`src/hdl/egcd_pkg.sv`:
```
package egcd_pkg;

  localparam int WIDTH = 32;
  localparam int CW    = WIDTH + 1;
  localparam int CNT_W = $clog2(WIDTH);

  typedef logic [WIDTH-1:0] word_t;
  typedef logic [CW-1:0]    coef_t;
  typedef logic [CNT_W-1:0] cnt_t;

  // Handshake between the sequencer and the shared divide unit.
  typedef struct packed {
    logic start;
    logic done;
  } div_ctrl_t;

endpackage

```
`src/hdl/egcd_divmac.sv`:
```
module egcd_divmac (
  input  logic                clk_i,
  input  logic                rst_ni,
  input  logic                start_i,
  input  egcd_pkg::word_t     dividend_i,
  input  egcd_pkg::word_t     divisor_i,
  input  egcd_pkg::coef_t     coef_hi_i,
  input  egcd_pkg::coef_t     coef_lo_i,
  output logic                done_o,
  output egcd_pkg::word_t     rem_o,
  output egcd_pkg::coef_t     prod_hi_o,
  output egcd_pkg::coef_t     prod_lo_o
);
  import egcd_pkg::*;

  logic          run_q;
  logic          done_q;
  cnt_t          cnt_q;
  word_t         rem_q;
  word_t         dvd_q;
  coef_t         acc_hi_q;
  coef_t         acc_lo_q;

  logic [WIDTH:0] shifted;
  logic [WIDTH:0] diff;
  logic           ge;

  // One restoring division bit per cycle. The quotient bit also drives a
  // shift-and-add accumulation of quotient times each coefficient.
  assign shifted = {rem_q, dvd_q[WIDTH-1]};
  assign diff    = shifted - {1'b0, divisor_i};
  assign ge      = (shifted >= {1'b0, divisor_i});

  always_ff @(posedge clk_i or negedge rst_ni) begin
    if (!rst_ni) begin
      run_q  <= 1'b0;
      done_q <= 1'b0;
      cnt_q  <= '0;
    end else begin
      done_q <= 1'b0;
      if (start_i) begin
        run_q <= 1'b1;
        cnt_q <= cnt_t'(WIDTH - 1);
      end else if (run_q) begin
        cnt_q <= cnt_q - cnt_t'(1);
        if (cnt_q == '0) begin
          run_q  <= 1'b0;
          done_q <= 1'b1;
        end
      end
    end
  end

  always_ff @(posedge clk_i) begin
    if (start_i) begin
      rem_q    <= '0;
      dvd_q    <= dividend_i;
      acc_hi_q <= '0;
      acc_lo_q <= '0;
    end else if (run_q) begin
      rem_q    <= ge ? diff[WIDTH-1:0] : shifted[WIDTH-1:0];
      dvd_q    <= {dvd_q[WIDTH-2:0], 1'b0};
      acc_hi_q <= {acc_hi_q[CW-2:0], 1'b0} + (ge ? coef_hi_i : '0);
      acc_lo_q <= {acc_lo_q[CW-2:0], 1'b0} + (ge ? coef_lo_i : '0);
    end
  end

  assign done_o    = done_q;
  assign rem_o     = rem_q;
  assign prod_hi_o = acc_hi_q;
  assign prod_lo_o = acc_lo_q;

endmodule

```
`src/hdl/extended_gcd_modular_inverse_core.sv`:
```
// Channel  Direction  Handshake           Ports
// input    in         start, busy         first_value_i, second_value_i
// result   out        valid_o (strobe)    divisor_o, first_coefficient_o,
//                                         second_coefficient_o
//
// A transaction is accepted when start is high and busy is low.
// Each Euclid step runs one division in the shared bit-serial divide unit.
// The result strobe is high for exactly one cycle; the receiver cannot stall.
// busy drops in the cycle the strobe rises, so a new transaction may start then.
// Reset is asynchronous and active low and returns the sequencer to idle.
module extended_gcd_modular_inverse_core (
  input  logic                      clk_i,
  input  logic                      rst_ni,
  input  logic                      start,
  output logic                      busy,
  input  egcd_pkg::word_t           first_value_i,
  input  egcd_pkg::word_t           second_value_i,
  output logic                      valid_o,
  output egcd_pkg::word_t           divisor_o,
  output egcd_pkg::word_t           first_coefficient_o,
  output logic signed [egcd_pkg::CW-1:0] second_coefficient_o
);
  import egcd_pkg::*;

  typedef enum logic [1:0] {
    ST_IDLE,
    ST_CHECK,
    ST_DIV,
    ST_FINISH
  } state_e;

  state_e    state_q;
  logic      valid_q;
  logic      swapped_q;
  word_t     hi_q;
  word_t     lo_q;
  word_t     b_q;
  coef_t     hp_q, hc_q, lp_q, lc_q;
  word_t     g_q;
  word_t     s_out_q;
  coef_t     t_out_q;

  div_ctrl_t div_ctrl;
  word_t     rem;
  coef_t     prod_hi;
  coef_t     prod_lo;
  coef_t     s_raw;
  coef_t     s_adj;

  assign div_ctrl.start = (state_q == ST_CHECK) && (lo_q != '0);

  egcd_divmac u_divmac (
    .clk_i      (clk_i),
    .rst_ni     (rst_ni),
    .start_i    (div_ctrl.start),
    .dividend_i (hi_q),
    .divisor_i  (lo_q),
    .coef_hi_i  (hc_q),
    .coef_lo_i  (lc_q),
    .done_o     (div_ctrl.done),
    .rem_o      (rem),
    .prod_hi_o  (prod_hi),
    .prod_lo_o  (prod_lo)
  );

  assign s_raw = swapped_q ? lp_q : hp_q;
  assign s_adj = s_raw[CW-1] ? (s_raw + {1'b0, b_q}) : s_raw;

  always_ff @(posedge clk_i or negedge rst_ni) begin
    if (!rst_ni) begin
      state_q <= ST_IDLE;
      valid_q <= 1'b0;
    end else begin
      valid_q <= 1'b0;
      case (state_q)
        ST_IDLE: begin
          if (start) begin
            state_q <= ST_CHECK;
          end
        end
        ST_CHECK: begin
          state_q <= (lo_q == '0) ? ST_FINISH : ST_DIV;
        end
        ST_DIV: begin
          if (div_ctrl.done) begin
            state_q <= ST_CHECK;
          end
        end
        ST_FINISH: begin
          valid_q <= 1'b1;
          state_q <= ST_IDLE;
        end
        default: begin
          state_q <= ST_IDLE;
        end
      endcase
    end
  end

  always_ff @(posedge clk_i) begin
    if (state_q == ST_IDLE && start) begin
      b_q <= second_value_i;
      hp_q <= coef_t'(1);
      hc_q <= '0;
      lp_q <= '0;
      lc_q <= coef_t'(1);
      // Ties put the second operand first.
      if (first_value_i > second_value_i) begin
        hi_q      <= first_value_i;
        lo_q      <= second_value_i;
        swapped_q <= 1'b0;
      end else begin
        hi_q      <= second_value_i;
        lo_q      <= first_value_i;
        swapped_q <= 1'b1;
      end
    end else if (state_q == ST_DIV && div_ctrl.done) begin
      hi_q <= lo_q;
      lo_q <= rem;
      hp_q <= hc_q;
      hc_q <= hp_q - prod_hi;
      lp_q <= lc_q;
      lc_q <= lp_q - prod_lo;
    end
    if (state_q == ST_FINISH) begin
      g_q     <= hi_q;
      s_out_q <= s_adj[WIDTH-1:0];
      t_out_q <= swapped_q ? hp_q : lp_q;
    end
  end

  assign busy                 = (state_q != ST_IDLE);
  assign valid_o              = valid_q;
  assign divisor_o            = g_q;
  assign first_coefficient_o  = s_out_q;
  assign second_coefficient_o = $signed(t_out_q);

  a_strobe_single : assert property (@(posedge clk_i) disable iff (!rst_ni)
    valid_o |=> !valid_o) else $error("result strobe held longer than one cycle");

  a_start_busy : assert property (@(posedge clk_i) disable iff (!rst_ni)
    (start && !busy) |=> busy) else $error("accepted transaction did not raise busy");

  a_valid_idle : assert property (@(posedge clk_i) disable iff (!rst_ni)
    valid_o |-> (state_q == ST_IDLE)) else $error("result strobe outside idle");

  a_done_in_div : assert property (@(posedge clk_i) disable iff (!rst_ni)
    div_ctrl.done |-> (state_q == ST_DIV)) else $error("divide done outside divide state");

endmodule

```
`config.mk`:
```
export PLATFORM = sky130hd
export DESIGN_NAME = extended_gcd_modular_inverse_core
export DESIGN_NICKNAME = d
export VERILOG_FILES = /design/src/hdl/egcd_pkg.sv /design/src/hdl/egcd_divmac.sv /design/src/hdl/extended_gcd_modular_inverse_core.sv
export SDC_FILE = /design/constraint.sdc
export NUM_CORES = 1
export LEC_CHECK = 0
export BUFFER_PORTS_ARGS = -buffer_cell sky130_fd_sc_hd__buf_2
export CAP_MARGIN = 15
export CORE_MARGIN = 1.5
export CORE_UTILIZATION = 67
export CTS_CLUSTER_SIZE = 30
export DETAILED_ROUTE_END_ITERATION = 12
export PLACE_DENSITY_LB_ADDON = 0.15
export SLEW_MARGIN = 10
export SYNTH_ARGS = -nofsm -noshare
export SYNTH_HDL_FRONTEND = slang
export SYNTH_SLANG_ARGS = --single-unit
```
`constraint.sdc`:
```
create_clock -name clk_i -period 10.3 [get_ports clk_i]
set_clock_uncertainty 0.15 [all_clocks]
set_input_delay 1.545 -clock clk_i [delete_from_list [all_inputs] [get_ports clk_i]]
set_output_delay 1.545 -clock clk_i [all_outputs]
set_load 0.02 [all_outputs]
```
# After elaboration in Yosys (flattened, before gate mapping)
# Index checks and enable logic that the tools add are counted.
[op_classes] addsub=7 n_lt_le_gt_ge=2 n_eq_ne=5 muxes=28 n_reduce_logical=11
[ops] operator="$mux 32" count=10
[ops] operator="$mux 33" count=4
[ops] operator="$add 33x33->33" count=2
[ops] operator="$sub 33x33->33" count=2
[ops] operator="$ge 33x32->1" count=1
[ops] operator="$add 32x32->32" count=1
[ops] operator="$gt 32x32->1" count=1
[ops] operator="$logic_not 32->1" count=1
[ops] operator="$reduce_bool 32->1" count=1
[ops] operator="$sub 32x32->32" count=1
[ops] operator="$mux 5" count=2
[ops] operator="$mux 1" count=9
[ops] operator="$pmux 2 s4" count=1
[ops] operator="$reduce_bool 2->1" count=3
[ops] operator="$logic_not 5->1" count=1
[ops] operator="$sub 5x1->5 const B" count=1
[ops] operator="$eq 2x2->1 const B" count=2
[ops] operator="$mux 2" count=2
[ops] operator="$logic_and 1x1->1" count=3
[ops] operator="$eq 2x1->1 const B" count=1
[ops] operator="$logic_not 2->1" count=1
[ops] operator="$ne 2x1->1 const B" count=1
[ops] operator="$ne 2x2->1 const B" count=1
[ops] operator="$reduce_and 2->1" count=1
[word_totals] ff_bits=466 inputBits=67 output_inout_bits=99 wordCells=73

# Longest topological paths before layout
# Gate-level depths: netlist of run 1.
[depth] ltp_word=4 depth_mapped=25 mapped_depth_nobuf=23

# Modules after synthesis
# Synthesis of run 1 repeated with hierarchy kept, for this count alone.
[hier_totals] cells_unflattened=3281 area_unflattened_um2=29650.9
[by_module_without_submodules] module="extended_gcd_modular_inverse_core" instances=1 cells_per_inst=2040 area_per_inst_um2=19114.6 seq_area_each_um2=8543.2
[by_module_without_submodules] module="egcd_divmac" instances=1 cells_per_inst=1241 area_per_inst_um2=10536.4 seq_area_each_um2=3098.0

# Worst setup path before layout of run 1
# OpenSTA, ideal clock, no wires.
[synth_timing] kind="reg2reg" from="register lo_q[6]" to="register u_divmac.acc_hi_q[29] (netlist: u_divmac.prod_hi_o[29])" setup_ns=0.128 t_arrival_ns=5.020 required_time_ns=10.022 path_slack_ns=5.003 stages_incl_launch_ff=26 path_buffers=2 period_less_slack_ns=5.297 path_cell_list="edfxtp_1 inv_1 ha_1 a21o_1 or3_1 o2111ai_2 o21a_1 o21ai_1 a31oi_1 o21ai_1 buf_4 clkbuf_1 and2_1 ha_1 fa_1 a21o_1 a21oi_1 o21ai_1 a21oi_1 o21ai_1 a211oi_2 o21ai_1 o41ai_1 xnor2_1 mux2i_1 nor2_1"
[synth_between] elab_chain_cells=3
[synth_rtl] element="start, declared" line_no="extended_gcd_modular_inverse_core.sv:36" rtl="word_t lo_q;"
[synth_rtl] element="start signal, assigned" line_no="extended_gcd_modular_inverse_core.sv:110" rtl="lo_q <= second_value_i;"
[synth_rtl] element="start signal, assigned" line_no="extended_gcd_modular_inverse_core.sv:114" rtl="lo_q <= first_value_i;"
[synth_rtl] element="start signal, assigned" line_no="extended_gcd_modular_inverse_core.sv:119" rtl="lo_q <= rem;"
[synth_rtl] element="$ge 33x32->1" line_no="egcd_divmac.sv:32" rtl="assign ge = (shifted >= {1'b0, divisor_i});"
[synth_rtl] element="$mux 33" line_no="egcd_divmac.sv:63" rtl="acc_hi_q <= {acc_hi_q[CW-2:0], 1'b0} + (ge ? coef_hi_i : '0);"
[synth_rtl] element="$add 33x33->33" line_no="egcd_divmac.sv:63"
[synth_rtl] element="end signal, assigned" line_no="egcd_divmac.sv:63"
[synth_rtl] element="end, declared" line_no="egcd_divmac.sv:21" rtl="coef_t acc_hi_q;"
# Several ways; a longest one is shown, not always the timed one.
# A chain may end at the register's enable or synchronous reset.

# Worst setup path in the final report of run 1
[layout_timing] from="register lo_q[26]" to="register u_divmac.acc_lo_q[29] (netlist: u_divmac.prod_lo_o[29])"
[layout_between] elab_chain_cells=3
[layout_rtl] element="$ge 33x32->1" line_no="egcd_divmac.sv:32"
[layout_rtl] element="$mux 33" line_no="egcd_divmac.sv:64" rtl="acc_lo_q <= {acc_lo_q[CW-2:0], 1'b0} + (ge ? coef_lo_i : '0);"
[layout_rtl] element="$add 33x33->33" line_no="egcd_divmac.sv:64"
[layout_rtl] element="end signal, assigned" line_no="egcd_divmac.sv:64"
[layout_rtl] element="end, declared" line_no="egcd_divmac.sv:22" rtl="coef_t acc_lo_q;"
# Several ways; a longest one is shown, not always the timed one.

==> results of run 1 <==
[Yosys cell counts (29+ instances only)]
cell and n:
nand2_1 535, a21oi_1 304, dfxtp_1 230, edfxtp_1 226
ha_1 223, nor2_1 194, o21ai_0 189, inv_1 182
a21o_1 130, clkbuf_1 115, mux2i_1 104, xnor2_1 98
and2_1 71, mux2_2 61, xor2_1 60, nor3_1 37
nand3_1 33, a211oi_1 31, a31oi_1 30, o21bai_1 30
o21ai_1 29
[power groups by stage]
stage	clock, mW	sequential (mW)	combinational (mW)
3_5_place_dp	0	2.94	4.43
5_1_grt	1.91	2.97	4.99
3_3_place_gp	0	2.92	4.33
6_report	1.84	2.92	4.57
4_1_cts	1.84	2.91	4.48
2_1_floorplan	0	2.91	3.27
[worst max-delay path: cells and delay by family (launching register included)]
kind                       cells  cell delay [ns]
and+or+nand+nor                4             0.57
buffers and inverters          2             0.45
AOI/OAI and AO/OA             13             3.68
DFF                            1             0.37
muxes                          1             0.16
adders and majority gates      3             1.02
xor gates and xnor gates       1             0.12
[layer usage]
metal  GRT usage, %  part of all wire, %  vias up
met5              0                0.017        -
met4           21.1                  5.7        2
met3           5.11                  8.2      283
met2           64.5                   47     1285
met1           49.0                   39    11900
li1               -                    -    11700
[stage by stage]
stage	utilization [%]	power, mW	instances
floorplan	-	6.18	3253
global placement	71.2	7.24	3871
detailed placement	71.2	7.37	3871
CTS	75.1	9.23	3963
global route	75.1	9.88	3964
finish	75.1	9.33	3964
[final cells by class]
cell class / count / area share [%]
multi-input cells: 2457 / 50.6
flip-flops and latches: 466 / 36.6
clock buffers: 61 / 4.32
repair buffers: 187 / 3.12
well taps: 577 / 2.27
inverters: 184 / 2.18
clock inverters: 31 / 0.893
diodes: 1 / 0.00787
[final timing paths]
check / cells after the start / slack [ns] / startpoint / endpoint
min: 0 / 0.30 / hi_q[27] / divisor_o[27]
max: 24 / 3.61 / lo_q[26] / u_divmac.prod_lo_o[29]
max reg2reg: 24 / 3.61 / lo_q[26] / u_divmac.prod_lo_o[29]
min in group asynchronous: 1 / 0.64 / rst_ni / state_q[1]
max in group asynchronous: 1 / 9.13 / rst_ni / u_divmac.run_q
min reg2reg: 0 / 0.30 / hi_q[27] / divisor_o[27]
[state kept, by name (all words and copies together), names as in the netlist, 33 cells and up]
signal	cells
lp_q	33
u_divmac.prod_lo_o	33
u_divmac.prod_hi_o	33
hc_q	33
hp_q	33
lc_q	33
second_coefficient_o	33
[kinds of logic (layout without fill, tap and decap cells)]
kind of cell             Yosys count  count (layout)  synth area share, %
AO/OA/AOI/OAI                    898             898                 19.3
XOR/XNOR                         158             158                 4.78
adder cells (fa/ha/maj)          229             229                 10.1
buffers and inverters            330             463                 4.40
flip-flops                       466             466                 40.2
multiplexers                     165             165                 5.97
other                              0               1                    0
AND/OR/NAND/NOR                 1007            1007                 15.3
==> reports/qor.txt, run 1 <==
Status -> completed
WL/cell -> 21.8 µm
Worst Tran Pin Value -> 1.09 ns
DIE AREA -> 44,500 µm²
Relative slew slack -> 27.1%
Post-synth top area cell -> edfxtp_1
Worst setup path class -> flop to flop
Final Critical Period -> 6.69 ns
Synth Cell Area -> 28,900 µm²
Total net switching power -> 4.00 mW
Clock Latency Late Sink -> 0.60 ns
First-pass GRT wire length -> 134,000 µm
Die width -> 211 µm
CTS sink cnt -> 466
Tcrit/Tclk final -> 65.0%
Post-DP Area -> 30,100 µm²
Logic pwr share -> 48.9%
H-tree Lvls -> 2
Residual DRC count -> 0
RSZ-0062 raised after global routing -> no
EDFF count, synth -> 226
Avg Inst Size Synth -> 8.90 µm²
GRT Util Overall -> 38.7%
Core area -> 42,300 µm²
Number of CTS-inserted buffers -> 49
Setup TNS -> 0 ns
Die height -> 211 µm
Ports -> 166
Cells after synthesis -> 3,253
Register Area -> 11,600 µm²
Pwr dens -> 293 nW/µm²
Clk slew on worst S/H paths -> 0.07 ns
Antenna violations before repair -> 2
Cell Int Power -> 5.33 mW
Vias/cell -> 6.34
Largest net degree at the start of global routing -> 76
Async SR Flop Fraction -> 2.15%
Endpoints failing hold -> 0
Site Rows -> 75
Final setup viols -> 0
Detailed placer's ending HPWL -> 62,800 µm
Initial DRT Pass Iterations -> 6
Fin area -> 31,800 µm²
Worst Path Required -> 10.59 ns
Vias -> 25,100
Worst-path cell chain -> inv_1 -> ha_1 -> a21o_1 -> a21o_1 -> a21oi_1 -> nor2_1 -> nand3b_1 -> a211oi_1 -> o21ai_4 -> buf_4 -> and2_1 -> ha_1 -> fa_1 -> a21o_1 -> a21oi_1 -> o21bai_1 -> a21oi_1 -> o21ai_1 -> a211oi_1 -> o31ai_1 -> a31oi_1 -> xnor2_1 -> mux2i_1 -> nor2_1
Max rail drop VDD -> 0.000195 V
Sequential share of the synthesized area -> 40.2%
Worst EP arrival -> 6.98 ns
Achievable clock frequency -> 149 MHz
Yosys warns -> 0
Post-cts sizing count -> 0
Syn_nets -> 3,549
Drt total wl -> 86,500 µm
Max-cap viol count -> 0
Max Root-Sink Buffers -> 3
Most frequent cells in the layout -> nand2_1, a21oi_1, dfxtp_1
Static leakage -> 14.4 nW
Area of the multi-input gates -> 16,100 µm²
CTS tree -> built
Synthesized flop and latch total -> 466
Root buffer cell -> clkbuf_16
Layout area overhead -> 9.86%
Most common cell after layout, fill and taps aside -> nand2_1
Switching share of power -> 42.9%
Post-synth top area share -> 23.4%
Placer Congestion -> 1.01
Post-CTS Setup Repair Bufs -> 0
Startpoint types -> flop
CP Capture Type -> flop
Buffers on Ports -> 165
CP max stage cell -> a211oi_1
Fraction of layout cells with a size suffix above 1 -> 10.9%
Ys flop type -> dfxtp_1
Starting DRT DRC Count -> 2,524
Crit-path max FO -> 45
DP Worst Slack -> 3.79 ns
Seq pwr share -> 31.3%
Synth area leaders -> edfxtp_1, dfxtp_1, ha_1
GR Overflow Total -> 0
Hold buffer count at CTS -> 0
Vias in the first global route -> 24,600
Post-synth cell types -> 83
Hold Path Class -> flop to flop
Crit path setup slack, layout -> 3.61 ns
Max stage delay on crit path -> 0.58 ns
Fin nets -> 3,641
Initial Utilization -> 68.4%
Clk pwr share -> 19.7%
Fill cells -> 3,076
Hold_ws -> 0.304 ns
Final max-slew violation count -> 0
DRT antenna net count -> 0
Note: power is estimated with default switching activity, not from simulation.
==> run 2, diff against run 1 <==
--- a/config.mk
+++ b/config.mk
@@ -8,7 +8,7 @@
 export BUFFER_PORTS_ARGS = -buffer_cell sky130_fd_sc_hd__buf_2
 export CAP_MARGIN = 15
 export CORE_MARGIN = 1.5
-export CORE_UTILIZATION = 67
+export CORE_UTILIZATION = 56
 export CTS_CLUSTER_SIZE = 30
 export DETAILED_ROUTE_END_ITERATION = 12
 export PLACE_DENSITY_LB_ADDON = 0.15
==> constraint.sdc (replaced) <==
create_clock -name clk_i -period 5.4 [get_ports clk_i]
set_clock_uncertainty 0.15 [all_clocks]
set_input_delay 0.81 -clock clk_i [delete_from_list [all_inputs] [get_ports clk_i]]
set_output_delay 0.81 -clock clk_i [all_outputs]
set_load 0.02 [all_outputs]
==> reports/qor.txt, run 2 (synthesis results as in run 1) <==
Layout area overhead -> 14.2%
Drt total wl -> 86,000 µm
Tcrit/Tclk final -> 97.2%
Achievable clock frequency -> 190 MHz
Antenna violations before repair -> 3
Crit-path max FO -> 6
Initial Utilization -> 56.5%
Worst Path Required -> 5.73 ns
Ports -> 166
Vias -> 24,700
CTS sink cnt -> 466
Finished Layout Cells -> 4,161
H-tree Lvls -> 2
First-pass GRT wire length -> 132,000 µm
Endpoints failing hold -> 0
Crit path setup slack, layout -> 0.149 ns
Core area -> 51,200 µm²
Residual DRC count -> 0
Hold Path Class -> flop to flop
Root buffer cell -> clkbuf_16
DIE AREA -> 53,100 µm²
Site Rows -> 83
Die width -> 230 µm
Fraction of layout cells with a size suffix above 1 -> 14.6%
Pwr dens -> 552 nW/µm²
Clock Latency Late Sink -> 0.61 ns
Vias/cell -> 5.93
Most used cell, CP -> buf_4
DRT antenna net count -> 0
Post-Place Cells -> 4,042
Initial DRT Pass Iterations -> 7
Starting DRT DRC Count -> 1,777
CP top delay family -> compound AO/OA/AOI/OAI gates
Worst Tran Pin Value -> 1.00 ns
Final Critical Period -> 5.25 ns
Most common cell after layout, fill and taps aside -> nand2_1
Vias in the first global route -> 23,800
Final max-slew violation count -> 0
Placer Congestion -> 0.952
Setup TNS -> 0 ns
Detailed placer's ending HPWL -> 63,100 µm
Die height -> 230 µm
DP Worst Slack -> -0.169 ns
Final setup viols -> 0
CP max stage cell -> edfxtp_1
Worst setup path class -> flop to flop
RSZ-0062 raised after global routing -> yes
GRT Util Overall -> 31.6%
CP Capture Type -> flop
Final Util -> 64.5%
Clk slew on worst S/H paths -> 0.06 ns
Buffers on Ports -> 165
Startpoint types -> flop
Status -> completed
CP bufs+invs -> 6
CTS tree -> built
Max-cap viol count -> 0
Max Root-Sink Buffers -> 3
Max rail drop VDD -> 0.000387 V
WL/cell -> 20.7 µm
Max stage delay on crit path -> 0.40 ns
Fin nets -> 3,731
Static leakage -> 14.9 nW
GR Overflow Total -> 0
Worst EP arrival -> 5.58 ns
Number of CTS-inserted buffers -> 54
Most frequent cells in the layout -> nand2_1, a21oi_1, dfxtp_1
Relative slew slack -> 33.0%
Largest net degree at the start of global routing -> 91
run 2: changes by cell type in the layout (fill, tap and decap cells not counted), moves of 7 or more:
cell / before / now
ha_1: 223 / 208
clkinv_1: 6 / 13
o21ai_2: 1 / 10
ha_4: 0 / 9
a21oi_2: 2 / 9
buf_4: 22 / 98
a21oi_1: 304 / 296
run 2: metal layers:
layer | share of wire (%) | up-vias | track usage, %
li1 | - | 11900 | -
met1 | 43 | 11800 | 41.3
met2 | 48 | 786 | 54.3
met3 | 5.0 | 187 | 3.22
met4 | 3.7 | 0 | 11.6
met5 | 0 | - | 0
run 2: final cells by class:
class	count	area [µm²]
Fill cell	4297	18200
Multi-Input combinational cell	2457	16500
Sequential cell	466	11600
Timing Repair Buffer	272	1680
Clock buffer	66	1430
Tap cell	680	851
Inverter	184	693
Clock inverter	34	289
Antenna cell	2	5.00
run 2: path summary, 6_finish.rpt:
check,start,endpoint,slack (ns),depth (start not counted)
worst max-delay path,lo_q[6],u_divmac.prod_lo_o[32],0.15,25
worst min-delay path,hi_q[31],divisor_o[31],0.30,0
worst max register to register,lo_q[6],u_divmac.prod_lo_o[32],0.15,25
worst min register to register,hi_q[31],divisor_o[31],0.30,0
max in group asynchronous,rst_ni,u_divmac.run_q,4.43,2
min in group asynchronous,rst_ni,u_divmac.cnt_q[4],0.46,2
run 2: report_power, final:
group	switching, mW	internal, mW
registers	0.703	4.88
logic	5.41	3.65
clock network	1.53	2.08
run 2: through the flow:
stage               hold WS (ns)  total power [mW]  area [µm²]
finish                     0.304              18.2       33000
global route               0.297              19.5       33000
CTS                        0.278              18.0       32500
detailed placement         0.288              14.3       30800
global placement           0.293              14.2       30800
floorplan                  0.267              11.8       28900
run 2: worst reg2reg max path: stages, from the launching register on:
cell,delay (ns)
edfxtp_1,0.40
inv_2,0.09
ha_4,0.20
a21o_1,0.17
or3_4,0.39
o2111ai_4,0.22
o21a_1,0.19
o21ai_2,0.07
a31oi_1,0.16
buf_4,0.14
o21ai_4,0.12
buf_6,0.18
buf_4,0.15
and2_1,0.16
ha_1,0.33
inv_1,0.12
nor3_4,0.28
nand3_1,0.14
o221ai_2,0.23
o311a_4,0.25
o41ai_4,0.09
buf_4,0.17
o311a_1,0.28
nor3_1,0.24
xnor2_1,0.15
a21oi_1,0.08
run 2: timing repair:
item / 4_1_cts / 5_1_grt
cloned: 0 / 1
buffers inserted: 1 / 15
hold buffers: 1 / 0
pin swaps: 2 / 33
hold endpoints to repair: 10 / 0
endpoints found under the setup margin: 9 / 27
gates resized for setup: 2 / 77
